==> src/rtl/tts_pkg.sv <==
`default_nettype none
// ----------------------------------------------------------------------------
// tts_pkg
// Shared types and constants of the task tick scheduler.
// ----------------------------------------------------------------------------
package tts_pkg;

    localparam int MAX_TASKS = 16;

    localparam int SLOT_W  = 4;
    localparam int ID_W    = 8;
    localparam int PRIO_W  = 8;
    localparam int TIME_W  = 16;
    localparam int RUN_W   = 8;
    localparam int COUNT_W = 5;
    localparam int MODE_W  = 2;

    localparam int CFG_IDX_W  = 1;
    localparam int CFG_DATA_W = 5;

    localparam logic [TIME_W-1:0] TIME_MAX = '1;

    // Configuration register indexes.
    localparam logic [CFG_IDX_W-1:0] CFG_SCHED_MODE = 1'b0;
    localparam logic [CFG_IDX_W-1:0] CFG_TASK_COUNT = 1'b1;

    // Scheduling modes.
    localparam logic [MODE_W-1:0] MODE_PRIORITY    = 2'd0;
    localparam logic [MODE_W-1:0] MODE_DEADLINE    = 2'd1;
    localparam logic [MODE_W-1:0] MODE_ROUND_ROBIN = 2'd2;

    // Input actions.
    localparam logic ACT_LOAD = 1'b0;
    localparam logic ACT_TICK = 1'b1;

    typedef enum logic [1:0] {
        ST_IDLE,
        ST_SCAN,
        ST_DONE
    } sched_state_t;

    // Static part of a table entry; remaining time lives in its own memory.
    typedef struct packed {
        logic [ID_W-1:0]   task_id;
        logic [PRIO_W-1:0] priority_req;
        logic [TIME_W-1:0] deadline;
        logic [TIME_W-1:0] arrival;
    } task_info_t;

    typedef struct packed {
        logic info_we;
        logic rem_we;
        logic set_valid;
    } store_cmd_t;

endpackage
`default_nettype wire

==> src/rtl/tts_in_if.sv <==
`default_nettype none
// ----------------------------------------------------------------------------
// tts_in_if
// Input channel of the scheduler: load and tick transactions.
// ----------------------------------------------------------------------------
interface tts_in_if;
    logic                          valid;
    logic                          ready;
    logic                          action;
    logic [tts_pkg::SLOT_W-1:0]    slot;
    logic [tts_pkg::ID_W-1:0]      task_id;
    logic [tts_pkg::PRIO_W-1:0]    priority_req;
    logic [tts_pkg::TIME_W-1:0]    deadline;
    logic [tts_pkg::TIME_W-1:0]    arrival;
    logic [tts_pkg::RUN_W-1:0]     run_time;

    modport source (
        output valid, action, slot, task_id, priority_req, deadline, arrival, run_time,
        input  ready
    );

    modport sink (
        input  valid, action, slot, task_id, priority_req, deadline, arrival, run_time,
        output ready
    );
endinterface
`default_nettype wire

==> src/rtl/tts_out_if.sv <==
`default_nettype none
// ----------------------------------------------------------------------------
// tts_out_if
// Result channel of the scheduler: one transaction per tick.
// ----------------------------------------------------------------------------
interface tts_out_if;
    logic                          valid;
    logic                          ready;
    logic                          executed;
    logic [tts_pkg::SLOT_W-1:0]    chosen_slot;
    logic [tts_pkg::ID_W-1:0]      chosen_id;
    logic                          completed;
    logic [tts_pkg::TIME_W-1:0]    tick_time;

    modport source (
        output valid, executed, chosen_slot, chosen_id, completed, tick_time,
        input  ready
    );

    modport sink (
        input  valid, executed, chosen_slot, chosen_id, completed, tick_time,
        output ready
    );
endinterface
`default_nettype wire

==> src/rtl/task_tick_scheduler_core.sv <==
`default_nettype none
// ----------------------------------------------------------------------------
// task_tick_scheduler_core
// Tick-driven task scheduler: priority, earliest deadline or round robin.
// ----------------------------------------------------------------------------
// A load transaction writes one table slot. A tick transaction scans the
// active slots one per cycle through the table memory, which has one read
// port with a registered output; the chosen entry's remaining time is
// written back in the last scan cycle. The result sits in an output
// register, so loads are accepted while it waits to be taken. The table
// needs no clearing pass: valid bits mark loaded slots.
// ----------------------------------------------------------------------------
module task_tick_scheduler_core #(
    parameter int MAX_TASKS = tts_pkg::MAX_TASKS
) (
    input  wire                                clk,
    input  wire                                rst_n,
    input  wire                                cfg_wr_en,
    input  wire [tts_pkg::CFG_IDX_W-1:0]       cfg_index,
    input  wire [tts_pkg::CFG_DATA_W-1:0]      cfg_data,
    tts_in_if.sink                             task_in,
    tts_out_if.source                          result_out
);

    localparam int AW = $clog2(MAX_TASKS);
    localparam int CW = $clog2(MAX_TASKS + 1);

    // Configuration.
    logic [tts_pkg::MODE_W-1:0]   sched_mode_reg;
    logic [tts_pkg::COUNT_W-1:0]  task_count_reg;

    // Scheduler state.
    tts_pkg::sched_state_t        state_reg, state_next;
    logic [tts_pkg::TIME_W-1:0]   time_reg, time_next;
    logic [AW-1:0]                rot_reg, rot_next;

    // Scan control.
    logic [tts_pkg::MODE_W-1:0]   mode_reg, mode_next;
    logic [CW-1:0]                n_reg, n_next;
    logic [CW-1:0]                iss_reg, iss_next;
    logic [AW-1:0]                addr_reg, addr_next;
    logic                         pend_vld_reg, pend_vld_next;
    logic [AW-1:0]                pend_slot_reg, pend_slot_next;
    logic [tts_pkg::TIME_W-1:0]   now_reg, now_next;

    // Best candidate so far.
    logic                         found_reg, found_next;
    logic [tts_pkg::TIME_W-1:0]   best_key_reg, best_key_next;
    logic [AW-1:0]                best_slot_reg, best_slot_next;
    logic [tts_pkg::ID_W-1:0]     best_id_reg, best_id_next;
    logic [tts_pkg::RUN_W-1:0]    best_rem_reg, best_rem_next;

    // Output register.
    logic                         out_valid_reg, out_valid_next;
    logic                         out_exec_reg, out_exec_next;
    logic [tts_pkg::SLOT_W-1:0]   out_slot_reg, out_slot_next;
    logic [tts_pkg::ID_W-1:0]     out_id_reg, out_id_next;
    logic                         out_comp_reg, out_comp_next;
    logic [tts_pkg::TIME_W-1:0]   out_time_reg, out_time_next;

    // Table interface.
    tts_pkg::store_cmd_t          st_cmd;
    logic [AW-1:0]                st_wr_addr;
    tts_pkg::task_info_t          st_wr_info;
    logic [tts_pkg::RUN_W-1:0]    st_wr_rem;
    tts_pkg::task_info_t          st_rd_info;
    logic [tts_pkg::RUN_W-1:0]    st_rd_rem;

    logic [CW-1:0]                active_n;
    logic [AW-1:0]                start_slot;
    logic                         slot_in_table;
    logic                         in_fire;
    logic                         cand_elig;
    logic                         cand_better;
    logic [tts_pkg::TIME_W-1:0]   cand_key;

    tts_task_store #(
        .MAX_TASKS (MAX_TASKS)
    ) u_store (
        .clk     (clk),
        .rst_n   (rst_n),
        .cmd     (st_cmd),
        .wr_addr (st_wr_addr),
        .wr_info (st_wr_info),
        .wr_rem  (st_wr_rem),
        .rd_addr (addr_reg),
        .rd_info (st_rd_info),
        .rd_rem  (st_rd_rem)
    );

    assign active_n = (32'(task_count_reg) > 32'(MAX_TASKS)) ? CW'(MAX_TASKS)
                                                             : CW'(task_count_reg);
    assign start_slot    = (CW'(rot_reg) < active_n) ? rot_reg : '0;
    assign slot_in_table = (32'(task_in.slot) < 32'(MAX_TASKS));

    assign task_in.ready = (state_reg == tts_pkg::ST_IDLE);
    assign in_fire       = task_in.valid && task_in.ready;

    assign st_wr_info.task_id      = task_in.task_id;
    assign st_wr_info.priority_req = task_in.priority_req;
    assign st_wr_info.deadline     = task_in.deadline;
    assign st_wr_info.arrival      = task_in.arrival;

    // Candidate evaluation for the entry read in the previous cycle.
    always_comb
    begin
        cand_elig = 1'b0;
        cand_key  = {{(tts_pkg::TIME_W-tts_pkg::PRIO_W){1'b0}}, st_rd_info.priority_req};
        case (mode_reg)
            tts_pkg::MODE_PRIORITY:
            begin
                cand_elig = (st_rd_rem != '0);
            end
            tts_pkg::MODE_DEADLINE:
            begin
                cand_elig = (st_rd_rem != '0) && (st_rd_info.arrival <= now_reg);
                cand_key  = st_rd_info.deadline;
            end
            tts_pkg::MODE_ROUND_ROBIN:
            begin
                cand_elig = (st_rd_rem != '0);
            end
            default:
            begin
                cand_elig = 1'b0;
            end
        endcase
        cand_better = !found_reg
                   || ((mode_reg == tts_pkg::MODE_PRIORITY) && (cand_key > best_key_reg))
                   || ((mode_reg == tts_pkg::MODE_DEADLINE) && (cand_key < best_key_reg));
    end

    always_comb
    begin
        state_next     = state_reg;
        time_next      = time_reg;
        rot_next       = rot_reg;
        mode_next      = mode_reg;
        n_next         = n_reg;
        iss_next       = iss_reg;
        addr_next      = addr_reg;
        pend_vld_next  = pend_vld_reg;
        pend_slot_next = pend_slot_reg;
        now_next       = now_reg;
        found_next     = found_reg;
        best_key_next  = best_key_reg;
        best_slot_next = best_slot_reg;
        best_id_next   = best_id_reg;
        best_rem_next  = best_rem_reg;
        out_valid_next = out_valid_reg;
        out_exec_next  = out_exec_reg;
        out_slot_next  = out_slot_reg;
        out_id_next    = out_id_reg;
        out_comp_next  = out_comp_reg;
        out_time_next  = out_time_reg;

        st_cmd     = '0;
        st_wr_addr = AW'(task_in.slot);
        st_wr_rem  = task_in.run_time;

        if (out_valid_reg && result_out.ready)
        begin
            out_valid_next = 1'b0;
        end

        case (state_reg)
            tts_pkg::ST_IDLE:
            begin
                if (in_fire)
                begin
                    if (task_in.action == tts_pkg::ACT_LOAD)
                    begin
                        if (slot_in_table)
                        begin
                            st_cmd.info_we   = 1'b1;
                            st_cmd.rem_we    = 1'b1;
                            st_cmd.set_valid = 1'b1;
                        end
                    end
                    else
                    begin
                        mode_next     = sched_mode_reg;
                        n_next        = active_n;
                        iss_next      = '0;
                        // Priority and deadline scans run from slot 0 so that
                        // ties go to the lowest slot.
                        addr_next     = (sched_mode_reg == tts_pkg::MODE_ROUND_ROBIN)
                                      ? start_slot : '0;
                        pend_vld_next = 1'b0;
                        now_next      = time_reg;
                        found_next    = 1'b0;
                        if (time_reg != tts_pkg::TIME_MAX)
                        begin
                            time_next = time_reg + 1'b1;
                        end
                        state_next = tts_pkg::ST_SCAN;
                    end
                end
            end

            tts_pkg::ST_SCAN:
            begin
                if (pend_vld_reg && cand_elig && cand_better)
                begin
                    found_next     = 1'b1;
                    best_key_next  = cand_key;
                    best_slot_next = pend_slot_reg;
                    best_id_next   = st_rd_info.task_id;
                    best_rem_next  = st_rd_rem;
                end

                if (iss_reg < n_reg)
                begin
                    // The read for addr_reg goes out this cycle.
                    pend_vld_next  = 1'b1;
                    pend_slot_next = addr_reg;
                    iss_next       = iss_reg + 1'b1;
                    addr_next      = ((CW'(addr_reg) + CW'(1)) == n_reg) ? '0
                                                                        : addr_reg + 1'b1;
                end
                else
                begin
                    pend_vld_next = 1'b0;
                end

                if ((iss_reg == n_reg) && !pend_vld_reg)
                begin
                    if (found_reg)
                    begin
                        st_cmd.rem_we = 1'b1;
                        st_wr_addr    = best_slot_reg;
                        st_wr_rem     = best_rem_reg - 1'b1;
                        if (mode_reg == tts_pkg::MODE_ROUND_ROBIN)
                        begin
                            rot_next = ((CW'(best_slot_reg) + CW'(1)) >= n_reg) ? '0
                                                                               : best_slot_reg + 1'b1;
                        end
                    end
                    state_next = tts_pkg::ST_DONE;
                end
            end

            tts_pkg::ST_DONE:
            begin
                if (!out_valid_reg || result_out.ready)
                begin
                    out_valid_next = 1'b1;
                    out_exec_next  = found_reg;
                    out_slot_next  = found_reg ? tts_pkg::SLOT_W'(best_slot_reg) : '0;
                    out_id_next    = found_reg ? best_id_reg : '0;
                    out_comp_next  = found_reg && (best_rem_reg == tts_pkg::RUN_W'(1));
                    out_time_next  = now_reg;
                    state_next     = tts_pkg::ST_IDLE;
                end
            end

            default:
            begin
                state_next = tts_pkg::ST_IDLE;
            end
        endcase
    end

    always_ff @(posedge clk or negedge rst_n)
    begin
        if (!rst_n)
        begin
            sched_mode_reg <= tts_pkg::MODE_PRIORITY;
            task_count_reg <= '0;
        end
        else if (cfg_wr_en)
        begin
            case (cfg_index)
                tts_pkg::CFG_SCHED_MODE:
                begin
                    sched_mode_reg <= cfg_data[tts_pkg::MODE_W-1:0];
                end
                tts_pkg::CFG_TASK_COUNT:
                begin
                    task_count_reg <= cfg_data[tts_pkg::COUNT_W-1:0];
                end
                default:
                begin
                    sched_mode_reg <= sched_mode_reg;
                end
            endcase
        end
    end

    always_ff @(posedge clk or negedge rst_n)
    begin
        if (!rst_n)
        begin
            state_reg     <= tts_pkg::ST_IDLE;
            time_reg      <= '0;
            rot_reg       <= '0;
            iss_reg       <= '0;
            pend_vld_reg  <= 1'b0;
            found_reg     <= 1'b0;
            out_valid_reg <= 1'b0;
        end
        else
        begin
            state_reg     <= state_next;
            time_reg      <= time_next;
            rot_reg       <= rot_next;
            iss_reg       <= iss_next;
            pend_vld_reg  <= pend_vld_next;
            found_reg     <= found_next;
            out_valid_reg <= out_valid_next;
        end
    end

    always_ff @(posedge clk)
    begin
        mode_reg      <= mode_next;
        n_reg         <= n_next;
        addr_reg      <= addr_next;
        pend_slot_reg <= pend_slot_next;
        now_reg       <= now_next;
        best_key_reg  <= best_key_next;
        best_slot_reg <= best_slot_next;
        best_id_reg   <= best_id_next;
        best_rem_reg  <= best_rem_next;
        out_exec_reg  <= out_exec_next;
        out_slot_reg  <= out_slot_next;
        out_id_reg    <= out_id_next;
        out_comp_reg  <= out_comp_next;
        out_time_reg  <= out_time_next;
    end

    assign result_out.valid       = out_valid_reg;
    assign result_out.executed    = out_exec_reg;
    assign result_out.chosen_slot = out_slot_reg;
    assign result_out.chosen_id   = out_id_reg;
    assign result_out.completed   = out_comp_reg;
    assign result_out.tick_time   = out_time_reg;

endmodule
`default_nettype wire

==> src/rtl/tts_task_store.sv <==
`default_nettype none
// ----------------------------------------------------------------------------
// tts_task_store
// Task table: an entry memory, a remaining-time memory and per-entry valid
// bits so that never-loaded entries read as finished.
// ----------------------------------------------------------------------------
module tts_task_store #(
    parameter int MAX_TASKS = tts_pkg::MAX_TASKS,
    localparam int AW = $clog2(MAX_TASKS)
) (
    input  wire                              clk,
    input  wire                              rst_n,
    input  wire tts_pkg::store_cmd_t         cmd,
    input  wire [AW-1:0]                     wr_addr,
    input  wire tts_pkg::task_info_t         wr_info,
    input  wire [tts_pkg::RUN_W-1:0]         wr_rem,
    input  wire [AW-1:0]                     rd_addr,
    output tts_pkg::task_info_t              rd_info,
    output logic [tts_pkg::RUN_W-1:0]        rd_rem
);

    tts_pkg::task_info_t             info_mem [MAX_TASKS];
    logic [tts_pkg::RUN_W-1:0]       rem_mem  [MAX_TASKS];
    logic [MAX_TASKS-1:0]            valid_reg;

    logic [tts_pkg::RUN_W-1:0]       rem_q_reg;
    logic                            rd_ok_reg;

    always_ff @(posedge clk)
    begin
        if (cmd.info_we)
        begin
            info_mem[wr_addr] <= wr_info;
        end
        if (cmd.rem_we)
        begin
            rem_mem[wr_addr] <= wr_rem;
        end
        rd_info   <= info_mem[rd_addr];
        rem_q_reg <= rem_mem[rd_addr];
    end

    always_ff @(posedge clk or negedge rst_n)
    begin
        if (!rst_n)
        begin
            valid_reg <= '0;
            rd_ok_reg <= 1'b0;
        end
        else
        begin
            if (cmd.set_valid)
            begin
                valid_reg[wr_addr] <= 1'b1;
            end
            rd_ok_reg <= valid_reg[rd_addr];
        end
    end

    // An entry that was never loaded counts as finished.
    assign rd_rem = rd_ok_reg ? rem_q_reg : '0;

endmodule
`default_nettype wire
==> src/flat_wrapper.sv <==
// flat-port wrapper written by rule: the top's interface ports become plain ports
module task_tick_scheduler_core_flat 
#(
    parameter int MAX_TASKS = tts_pkg::MAX_TASKS
)
  (clk, rst_n, cfg_wr_en, cfg_index, cfg_data, task_in_valid, task_in_action, task_in_slot, task_in_task_id, task_in_priority_req, task_in_deadline, task_in_arrival, task_in_run_time, task_in_ready, result_out_valid, result_out_executed, result_out_chosen_slot, result_out_chosen_id, result_out_completed, result_out_tick_time, result_out_ready);
  tts_in_if task_in_i ();
  tts_out_if result_out_i ();
  input  wire clk;
  input  wire rst_n;
  input  wire cfg_wr_en;
  input  wire [tts_pkg::CFG_IDX_W-1:0] cfg_index;
  input  wire [tts_pkg::CFG_DATA_W-1:0] cfg_data;
  input wire logic [$bits(task_in_i.valid)-1:0] task_in_valid;
  input wire logic [$bits(task_in_i.action)-1:0] task_in_action;
  input wire logic [$bits(task_in_i.slot)-1:0] task_in_slot;
  input wire logic [$bits(task_in_i.task_id)-1:0] task_in_task_id;
  input wire logic [$bits(task_in_i.priority_req)-1:0] task_in_priority_req;
  input wire logic [$bits(task_in_i.deadline)-1:0] task_in_deadline;
  input wire logic [$bits(task_in_i.arrival)-1:0] task_in_arrival;
  input wire logic [$bits(task_in_i.run_time)-1:0] task_in_run_time;
  output wire logic [$bits(task_in_i.ready)-1:0] task_in_ready;
  output wire logic [$bits(result_out_i.valid)-1:0] result_out_valid;
  output wire logic [$bits(result_out_i.executed)-1:0] result_out_executed;
  output wire logic [$bits(result_out_i.chosen_slot)-1:0] result_out_chosen_slot;
  output wire logic [$bits(result_out_i.chosen_id)-1:0] result_out_chosen_id;
  output wire logic [$bits(result_out_i.completed)-1:0] result_out_completed;
  output wire logic [$bits(result_out_i.tick_time)-1:0] result_out_tick_time;
  input wire logic [$bits(result_out_i.ready)-1:0] result_out_ready;
  assign task_in_i.valid = task_in_valid;
  assign task_in_i.action = task_in_action;
  assign task_in_i.slot = task_in_slot;
  assign task_in_i.task_id = task_in_task_id;
  assign task_in_i.priority_req = task_in_priority_req;
  assign task_in_i.deadline = task_in_deadline;
  assign task_in_i.arrival = task_in_arrival;
  assign task_in_i.run_time = task_in_run_time;
  assign task_in_ready = task_in_i.ready;
  assign result_out_valid = result_out_i.valid;
  assign result_out_executed = result_out_i.executed;
  assign result_out_chosen_slot = result_out_i.chosen_slot;
  assign result_out_chosen_id = result_out_i.chosen_id;
  assign result_out_completed = result_out_i.completed;
  assign result_out_tick_time = result_out_i.tick_time;
  assign result_out_i.ready = result_out_ready;
  task_tick_scheduler_core #(.MAX_TASKS(MAX_TASKS)) u_core (.clk(clk), .rst_n(rst_n), .cfg_wr_en(cfg_wr_en), .cfg_index(cfg_index), .cfg_data(cfg_data), .task_in(task_in_i), .result_out(result_out_i));
endmodule
==> config.mk <==
export PLATFORM = sky130hd
export DESIGN_NAME = task_tick_scheduler_core_flat
export DESIGN_NICKNAME = d
export VERILOG_FILES = /design/src/rtl/tts_pkg.sv /design/src/rtl/tts_in_if.sv /design/src/rtl/tts_out_if.sv /design/src/rtl/task_tick_scheduler_core.sv /design/src/rtl/tts_task_store.sv /design/src/flat_wrapper.sv
export SDC_FILE = /design/constraint.sdc
export NUM_CORES = 1
export LEC_CHECK = 0
export BUFFER_PORTS_ARGS = -buffer_cell sky130_fd_sc_hd__buf_2
export CORE_MARGIN = 2
export CORE_UTILIZATION = 50
export DETAILED_ROUTE_END_ITERATION = 10
export PLACE_DENSITY = 0.66
export SYNTH_ARGS = -nofsm -noshare
export SYNTH_HDL_FRONTEND = slang
export SYNTH_SLANG_ARGS = --single-unit
==> constraint.sdc <==
create_clock -name clk -period 13.72 [get_ports clk]
set_clock_uncertainty 0.1 [all_clocks]
set_input_delay 0 -clock clk [delete_from_list [all_inputs] [get_ports clk]]
set_output_delay 0 -clock clk [all_outputs]
set_load 0.01 [all_outputs]
After elaboration in Yosys (flattened, before gate mapping)
Memory sizes are Yosys's and may differ from the RTL's. A register that Yosys moved wholly into a read port is not among the register bits.
Index checks and enable logic that the tools add are counted.
- logic and storage cells: 145
- output and inout port bits: 32
- RAM bits: 896
- memories: 2
- bits in registers: 151
- input bits: 72
- reductions and logical operators: 33
- magnitude comparators: 10
- muxes and demuxes: 51
- bitwise gates (word level): 2
- equality and inequality tests: 15
- add/subtract/negate cells: 7
- memories (name ; depth ; width ; read ports ; clocked after memory_dff ; write ports ; RTL line ; source):
    u_core.u_store.info_mem ; 16 ; 48 ; 1 ; 1 ; 1 ; tts_task_store.sv:22 ; tts_pkg::task_info_t info_mem [MAX_TASKS];
    u_core.u_store.rem_mem ; 16 ; 8 ; 1 ; 1 ; 1 ; tts_task_store.sv:23 ; logic [tts_pkg::RUN_W-1:0] rem_mem [MAX_TASKS];
- operators by type and width (operator ; count):
    $mux 4 ; 10
    $mux 8 ; 4
    $mux 5 ; 4
    $reduce_and 4->1 ; 5
    $mux 1 ; 17
    $add 16x1->16 const B ; 1
    $gt 16x16->1 ; 1
    $le 16x16->1 ; 1
    $lt 16x16->1 ; 1
    $mux 16 ; 1
    $ne 16x16->1 const B ; 1
    $or 16x16->16 ; 1
    $add 4x1->5 const B ; 2
    $eq 5x5->1 ; 2
    $logic_and 1x1->1 ; 10
    $lt 4x5->1 const B ; 2
    $pmux 5 s2 ; 1
    $reduce_and 2->1 ; 5
    $add 4x1->4 const B ; 2
    $eq 8x1->1 const B ; 1
    $mux 2 ; 4
    $ne 2x1->1 const B ; 4
    $pmux 1 s2 ; 4
    $pmux 4 s2 ; 1
    22 further kinds ; 33

Depth between registers and ports, before layout
Gate-level depths: netlist (run 1).
- depth in word-level cells: 9
- depth in mapped cells: 11
- gate-level depth less buffers: 9

Hierarchy
From an unflattened synthesis (run 1), not the netlist that was laid out.
- cell total of the unflattened synthesis: 2045
- area total of the unflattened synthesis: 41942.7 um^2
- modules (own cells, without submodules) (module ; area each (um^2) ; cells each ; times used):
    tts_task_store ; 35460.3 ; 1526 ; 1
    task_tick_scheduler_core ; 6482.5 ; 519 ; 1

Worst setup path after synthesis (run 1)
Ideal clock, no wire load.
- path type: register to register
- from: register u_core.mode_reg[1] (netlist bit)
- to: register u_core.best_id_reg[0] (netlist bit), enable pin
- path slack: 8.669 ns
- arrival time: 4.498 ns
- data required time: 13.167 ns
- setup time: 0.453 ns
- cell stages (with the launch flop): 11
- clock period less this slack: 5.051 ns
- path buffers: 2
- cell sequence: edfxtp_1 -> nor2b_1 -> clkbuf_1 -> clkbuf_1 -> mux2_2 -> ha_1 -> and3_1 -> nor2b_1 -> o31ai_1 -> a311oi_1 -> nor4b_2
- cells in the longest elaborated chain, start to end: 8
- elaborated cells between the ends (all ways): 15
- those cells by class: order compare: 2; eq/ne: 2; mux: 2; reduce/logical: 9
- ends and longest elaborated chain (element ; RTL line ; source):
    start, declared ; task_tick_scheduler_core.sv:38 ; logic [tts_pkg::MODE_W-1:0] mode_reg, mode_next;
    start signal, assigned ; task_tick_scheduler_core.sv:316 ; mode_reg <= mode_next;
    $eq 2x1->1 * ; task_tick_scheduler_core.sv:109 ; case (mode_reg)
    $mux 16 * ; task_tick_scheduler_core.sv:109 ;
    via u_core.cand_key, one bit ; task_tick_scheduler_core.sv:75 ; logic [tts_pkg::TIME_W-1:0] cand_key;
    $gt 16x16->1 ; task_tick_scheduler_core.sv:129 ; || ((mode_reg == tts_pkg::MODE_PRIORITY) && (cand_key > best_key_reg))
    $logic_and 1x1->1 ; task_tick_scheduler_core.sv:129 ;
    $logic_or 1x1->1 ; task_tick_scheduler_core.sv:129 ;
    $logic_or 1x1->1 * ; task_tick_scheduler_core.sv:130 ; || ((mode_reg == tts_pkg::MODE_DEADLINE) && (cand_key < best_key_reg));
    $logic_and 1x1->1 * ; task_tick_scheduler_core.sv:203 ; if (pend_vld_reg && cand_elig && cand_better)
    $reduce_and 2->1 (no source line) * ; n/a ;
    end signal, assigned ; task_tick_scheduler_core.sv:323 ; best_id_reg <= best_id_next;
    end, declared ; task_tick_scheduler_core.sv:50 ; logic [tts_pkg::ID_W-1:0] best_id_reg, best_id_next;
The timed path passes the listed nets; every way through them passes the cells marked *.
A chain may end at the register's enable or synchronous reset.

==> results.sh, run 1 <==
export IMPL_status="finished clean"
export IMPL_synth_area_sq_mm=0.0427
export IMPL_crit_slowest_cell="buf_4"
export IMPL_nNetsFinal=2691
export IMPL_max_stage_delay_ns=0.88
export IMPL_area_delta_synth_final_pct=15.1
export IMPL_ant_nets=0
export IMPL_report_final_slew_viol_count=0
export IMPL_ys_warn_count=0
export IMPL_r2r_end="u_core.u_store.rd_info[35]$_DFF_P_"
export IMPL_numCtsBuffers=111
export IMPL_synth_enable_flop_cells=993
export IMPL_instances_no_fill=3811
export IMPL_worst_path_dominant_cell_family="buffers and inverters"
export IMPL_relSlewSlack_pct=18.0
export IMPL_synth_most_common_cell="edfxtp_1"
export IMPL_min_to="u_core.u_store.valid_reg[10]$_DFFE_PN0P_"
export IMPL_hold_violations=0
export IMPL_synth_distinct_cells=62
export IMPL_synth_fp_nets=2463
export IMPL_drt_first_pass_iters=5
export IMPL_end_kind="flip-flop"
export IMPL_ys_async_sr_fraction_pct=4.90
export IMPL_cp_arrival_ns=5.25
export IMPL_die_w_um=296
export IMPL_power_uw=9220
export IMPL_synth_largest_area_cell="edfxtp_1"
export IMPL_startpoint_type="flip-flop"
export IMPL_dpl_cell_area_sq_mm=0.0447
export IMPL_setup_viol=0
export IMPL_wl_um=95500
export IMPL_clock_latency_ns=0.67
export IMPL_grt_pass1_vias=22400
export IMPL_die_area_sq_mm=0.0878
export IMPL_hp_start="task_in_slot[3]"
export IMPL_hold_path_depth=4
export IMPL_drcViolationCount=0
export IMPL_antenna_found_initial=7
export IMPL_place_hpwl_um=49000
export IMPL_period_needed_ns=4.80
export IMPL_synth_area_leaders="edfxtp_1 70%, mux4_2 6.0%, mux2i_1 4.0%"
export IMPL_gp_congestion=0.803
export IMPL_ios=104
export IMPL_leakage_uw=0.0168
export IMPL_drv_cap=0
export IMPL_drive_gt1_share_pct=20.0
export IMPL_max_freq_ghz=0.208
export IMPL_root_buffer="clkbuf_16"
export IMPL_ctsHtreeMaxLevel=3
export IMPL_syn_avg_cell_area_sq_um=18.2
export IMPL_cts_resized_gates=0
export IMPL_yosysTopAreaCellShare_pct=69.8
export IMPL_reg2reg_depth=9
export IMPL_fin_crit_sh_pct=35.0
export IMPL_drt_iter0_drc=1880
export IMPL_grt_overflow=0
export IMPL_grt_max_degree=109
export IMPL_tightest_slew_ns=1.22
export IMPL_die_height_um=296
export IMPL_hold_ws_ns=0.0452
export IMPL_largest_reg_flops=768
export IMPL_largest_register="u_core.u_store.info_mem"
export IMPL_crit_path_cell_trace="buf_4, buf_4, buf_4, buf_4, mux2_2, o21ai_0, a21oi_1, a22oi_1, nand2_1"
export IMPL_core_rowCount=107
export IMPL_path_buf_inv=4
export IMPL_cp_data_required_time_ns=14.17
export IMPL_cts_tree="built"
export IMPL_seq_area_frac_synth_pct=75.6
export IMPL_core_sq_mm=0.0849
export IMPL_initial_core_util_pct=50.3
export IMPL_powerDensity_mw_per_mm2=188
export IMPL_design_area_sq_mm=0.0491
export IMPL_grt_pass1_wl_um=141000
export IMPL_clockBufferDepth=3
export IMPL_clk_pin_slew_ns=0.06
export IMPL_crit_path_max_fanout=57
export IMPL_cts_sinks=1103
export IMPL_r2r_setup_slack_ns=8.92
export IMPL_rsz0062_at_grt="false"
export IMPL_r2r_start="u_core.addr_reg[0]$_DFFE_PP_"
export IMPL_placed_cells=3519
export IMPL_criticalPathCategory="flip-flop to flip-flop"
export IMPL_grt_usage_pct=21.8
export IMPL_syn_inst=2340
export IMPL_synth_common_cells="993 x edfxtp_1, 172 x mux2i_1, 129 x o21ai_0"
export IMPL_synthFlopType="edfxtp_1"
export IMPL_setup_tns_ns=0
export IMPL_vias_per_cell=5.85
export IMPL_vdd_ir_drop_max_uv=127
export IMPL_largestRegisters="u_core.u_store.info_mem: 768 flops, u_core.u_store.rem_mem: 128 flops, u_core.u_store.rd_info: 48 flops"
export IMPL_avgRoutedWirePerCell_um=25.1
export IMPL_synth_seq_cells=1103
export IMPL_hold_class="primary input to flip-flop"
export IMPL_vias=22300
export IMPL_crit_top_cell="buf_4"
export IMPL_portBuffers=103
-- metrics by stage --
step / utilization, % / setup slack, ns
6_report: 57.9 / 8.92
5_1_grt: 57.9 / 8.50
4_1_cts: 57.9 / 8.80
3_5_place_dp: 52.6 / 8.82
3_3_place_gp: 52.6 / 8.92
2_1_floorplan: - / 8.67
-- final cells by class --
cell class                 instances  area, sq um
clock inverter                    53          472
antenna                            1         2.50
tap                             1144         1430
clock buffer                     158         3220
fill                            6271        35700
sequential                      1103        32300
inverter                          55          206
timing repair buffer             225         1640
multi-input combinational       1072         9880
-- cells by family after synthesis --
group	count (synthesis)	share of synthesized area [%]
buffers and inverters	165	1.66
muxes	358	11.9
xor gates and xnor gates	30	0.615
and+or+nand+nor	258	3.00
DFF	1103	75.6
adders and majority gates	51	1.49
AOI/OAI and AO/OA	375	5.67
-- placed cells by master (no fill, tap or decap), drive strengths merged, types with 57 or more instances in the layout --
cell         synthesis  final
inv                 54     58
a221oi              58     58
o21ai              134    134
mux2                72     72
mux2i              172    172
edfxtp             993    993
a21oi               72     72
clkbuf              59    158
buf                 51    145
mux4               114    114
a22oi               57     57
dlygate4sd3          0     80
nand2               93     93
-- how the worst max path moves through the flow --
stage / start / to / depth (start not counted)
finish: u_core.addr_reg[0]$_DFFE_PP_ / u_core.u_store.rd_info[35]$_DFF_P_ / 9
global placement: u_core.addr_reg[0]$_DFFE_PP_ / u_core.u_store.rd_info[36]$_DFF_P_ / 9
detailed placement: u_core.addr_reg[0]$_DFFE_PP_ / u_core.u_store.rd_info[17]$_DFF_P_ / 9
floorplan: u_core.mode_reg[1]$_DFFE_PP_ / u_core.best_id_reg[0]$_DFFE_PP_ / 10
CTS: u_core.addr_reg[0]$_DFFE_PP_ / u_core.u_store.rd_info[35]$_DFF_P_ / 9
global route: u_core.addr_reg[0]$_DFFE_PP_ / u_core.u_store.rd_info[22]$_DFF_P_ / 9
-- power by group --
| part | leakage, uW | switching (uW) | total (uW) | internal [uW] |
|---|---|---|---|---|
| clock network | 0.00181 | 1220 | 3000 | 1780 |
| logic | 0.00488 | 1290 | 2200 | 911 |
| registers | 0.0101 | 130 | 4020 | 3890 |
-- per-layer routing --
layer / GRT usage, % / vias up / wire length (um) / share of wire [%]
li1: - / 9801 / - / -
met1: 31.0 / 11600 / 41400 / 43
met2: 35.8 / 788 / 46400 / 49
met3: 3.38 / 124 / 6060 / 6.3
met4: 5.17 / 10 / 1530 / 1.6
met5: 0 / - / 63 / 0.066
-- worst register-to-register path, stage by stage, from the launching register on --
cell,delay (ns)
edfxtp_1,0.36
buf_4,0.77
buf_4,0.88
buf_4,0.80
buf_4,0.79
mux2_2,0.43
o21ai_0,0.17
a21oi_1,0.08
a22oi_1,0.22
nand2_1,0.08
-- repair_timing --
action	CTS	global route
endpoints found under the hold margin	958	0
setup endpoints to repair	0	0
hold buffers	80	0
setup buffers	0	0
(Power assumes the default switching activity.)
==> run 2: changes to the inputs <==
--- a/config.mk
+++ b/config.mk
@@ -5,6 +5,7 @@
 export SDC_FILE = /design/constraint.sdc
 export NUM_CORES = 1
 export LEC_CHECK = 0
+export ABC_AREA = 1
 export BUFFER_PORTS_ARGS = -buffer_cell sky130_fd_sc_hd__buf_2
 export CORE_MARGIN = 2
 export CORE_UTILIZATION = 50
==> constraint.sdc (replaced) <==
create_clock -name clk -period 4.9 [get_ports clk]
set_clock_uncertainty 0.1 [all_clocks]
set_input_delay 0 -clock clk [delete_from_list [all_inputs] [get_ports clk]]
set_output_delay 0 -clock clk [all_outputs]
set_load 0.01 [all_outputs]
==> results.sh, run 2 <==
export IMPL_postLayoutCoreUtil_pct=57.9
export IMPL_die_height_um=297
export IMPL_area_delta_synth_final_pct=15.0
export IMPL_drv_cap=0
export IMPL_startpoint_type="flip-flop"
export IMPL_vias_per_cell=5.77
export IMPL_numCtsBuffers=109
export IMPL_final_common_cell="edfxtp_1"
export IMPL_criticalPathCategory="flip-flop to flip-flop"
export IMPL_crit_path_max_fanout=18
export IMPL_ctsHtreeMaxLevel=3
export IMPL_vias=27100
export IMPL_place_hpwl_um=61700
export IMPL_drive_gt1_share_pct=10.8
export IMPL_drt_iter0_drc=2991
export IMPL_tightest_slew_ns=1.18
export IMPL_placed_cells=4398
export IMPL_synth_compound_area_share_pct=9.20
export IMPL_relSlewSlack_pct=21.7
export IMPL_nNetsFinal=3573
export IMPL_avgRoutedWirePerCell_um=23.1
export IMPL_design_area_sq_mm=0.0493
export IMPL_initial_core_util_pct=50.4
export IMPL_ys_async_sr_fraction_pct=4.90
export IMPL_synth_area_leaders="edfxtp_1 70%, nand2_1 4.8%, o21ai_0 3.8%"
export IMPL_post_cts_buffers=0
export IMPL_grt_usage_pct=24.4
export IMPL_syn_avg_cell_area_sq_um=13.1
export IMPL_die_w_um=297
export IMPL_grt_overflow=0
export IMPL_cts_tree="built"
export IMPL_clock_latency_ns=0.69
export IMPL_synth_area_sq_mm=0.0429
export IMPL_fin_crit_sh_pct=83.0
export IMPL_core_sq_mm=0.0851
export IMPL_core_rowCount=107
export IMPL_ant_nets=0
export IMPL_root_buffer="clkbuf_16"
export IMPL_cts_sinks=1103
export IMPL_rsz0062_at_grt="false"
export IMPL_clk_pin_slew_ns=0.06
export IMPL_synth_largest_area_cell="edfxtp_1"
export IMPL_ios=104
export IMPL_grt_pass1_vias=26200
export IMPL_leakage_uw=0.0175
export IMPL_synth_common_cells="993 x edfxtp_1, 544 x nand2_1, 323 x o21ai_0"
export IMPL_cp_data_required_time_ns=5.14
export IMPL_synth_adder_area_share_pct=1.49
export IMPL_clockBufferDepth=3
export IMPL_synth_seq_cells=1103
export IMPL_hold_violations=0
export IMPL_hold_class="primary input to flip-flop"
export IMPL_largest_reg_flops=768
export IMPL_syn_inst=3268
export IMPL_largest_register="u_core.u_store.info_mem"
export IMPL_synth_simple_area_share_pct=10.5
export IMPL_final_cell_mix="993 x edfxtp_1, 543 x nand2_1, 323 x o21ai_0, 288 x nor2_1, 159 x a21oi_1"
export IMPL_gp_congestion=0.867
export IMPL_fillers=6747
export IMPL_largestRegisters="u_core.u_store.info_mem: 768 flops, u_core.u_store.rem_mem: 128 flops, u_core.u_store.rd_info: 48 flops"
export IMPL_setup_viol=0
export IMPL_period_needed_ns=4.07
export IMPL_synth_mux_area_share_pct=0
export IMPL_synth_distinct_cells=46
export IMPL_seq_area_frac_synth_pct=75.3
export IMPL_yosysTopAreaCellShare_pct=69.5
export IMPL_setup_tns_ns=0
export IMPL_synth_fp_nets=3391
export IMPL_portBuffers=103
export IMPL_synthFlopType="edfxtp_1"
export IMPL_powerDensity_mw_per_mm2=548
export IMPL_end_kind="flip-flop"
export IMPL_synth_enable_flop_cells=993
export IMPL_cp_arrival_ns=4.31
export IMPL_grt_max_degree=132
export IMPL_wl_um=108000
export IMPL_vdd_ir_drop_max_uv=375
export IMPL_instances_no_fill=4693
export IMPL_ys_warn_count=0
export IMPL_synth_xor_area_share_pct=0.531
export IMPL_drt_first_pass_iters=6
export IMPL_die_area_sq_mm=0.0881
export IMPL_dpl_cell_area_sq_mm=0.0449
export IMPL_r2r_setup_slack_ns=0.83
export IMPL_synth_top_family_by_area="simple AND/OR/NAND/NOR gates"
export IMPL_max_freq_ghz=0.246
export IMPL_antenna_found_initial=4
export IMPL_grt_pass1_wl_um=163000
export IMPL_drcViolationCount=0
export IMPL_report_final_slew_viol_count=0
export IMPL_status="finished clean"
export IMPL_synth_most_common_cell="edfxtp_1"
==> run 2: changes by cell type after synthesis, moves of 72 or more <==
cell	before	now
nor2_1	50	303
nand3_1	12	121
inv_1	54	144
a21oi_1	72	159
mux4_2	114	0
clkbuf_1	59	161
nand2_1	93	544
mux2_2	72	0
mux2i_1	172	0
o21ai_0	129	323
==> run 2: metrics by stage <==
| stage | total power (uW) | hold WS [ns] | worst slack [ns] |
|---|---|---|---|
| finish | 27000 | 0.0194 | 0.833 |
| global route | 28300 | 0.0497 | 0.648 |
| CTS | 27100 | 0.000364 | 0.885 |
| detailed placement | 18900 | 0.0953 | 1.15 |
| global placement | 18800 | 0.101 | 1.21 |
| floorplan | 16000 | -0.396 | 0.439 |
==> run 2: final cells by class <==
| type | instances | area, sq um | share of cell area, % |
|---|---|---|---|
| tap | 1144 | 1430 | 2.90 |
| clock buffer | 166 | 3210 | 6.50 |
| inverter | 152 | 587 | 1.19 |
| timing repair buffer | 253 | 1990 | 4.04 |
| clock inverter | 42 | 347 | 0.703 |
| multi-input combinational | 1831 | 9470 | 19.2 |
| sequential | 1103 | 32300 | 65.5 |
| antenna | 2 | 5.00 | 0.0101 |
==> run 2: what timing repair did <==
| item | CTS | global route |
|---|---|---|
| gates resized for setup | 0 | 0 |
| hold endpoints to repair | 942 | 0 |
| hold buffers | 85 | 0 |
==> run 2: layer usage <==
metal  share of wire (%)  up-vias  global-route usage [%]
met1                  42    13300                    34.2
met4                 3.1        0                    8.48
met3                 8.6      214                    4.92
met5                   0        -                       0
met2                  46     1217                    38.3
li1                    -    12300                       -
==> run 2: worst max-delay path, cell delays in order (launching register included) <==
cell           delay (ns)
edfxtp_1             0.37
inv_1                0.07
ha_1                 0.29
nand2_1              0.08
nor2_1               0.17
nand3_2              0.15
nor3_4               0.35
inv_4                0.15
nand2_1              0.11
nand2_2              0.09
nor2_4               0.14
dlygate4sd3_1        0.60
nand2_1              0.12
nor2_4               0.48
buf_4                0.44
==> run 2: logic make-up (layout without fill, tap and decap cells) <==
family / count (synthesis) / in the layout
DFF: 1103 / 1103
and+or+nand+nor: 1076 / 1076
AOI/OAI and AO/OA: 678 / 678
buffers and inverters: 334 / 613
adders and majority gates: 51 / 51
xor gates and xnor gates: 26 / 26
other: 0 / 2
==> run 2: path summary, 6_finish.rpt <==
kind	startpoint	end	cells past startpoint
max	u_core.n_reg[4]$_DFFE_PP_	u_core.u_store.info_mem[12][11]$_DFFE_PP_	14
max in group asynchronous	rst_n	u_core.time_reg[5]$_DFFE_PN0P_	4
min in group asynchronous	rst_n	u_core.result_out.valid$_DFF_PN0_	4
min reg2reg	u_core.u_store.rd_info[41]$_DFF_P_	u_core.best_id_reg[1]$_DFFE_PP_	0
min	task_in_run_time[7]	u_core.u_store.rem_mem[9][7]$_DFFE_PP_	2
max reg2reg	u_core.n_reg[4]$_DFFE_PP_	u_core.u_store.info_mem[12][11]$_DFFE_PP_	14
==> run 2: power by group <==
group          internal, uW  switching (uW)
logic                  2070            5450
clock network          4690            3500
registers             11000             358
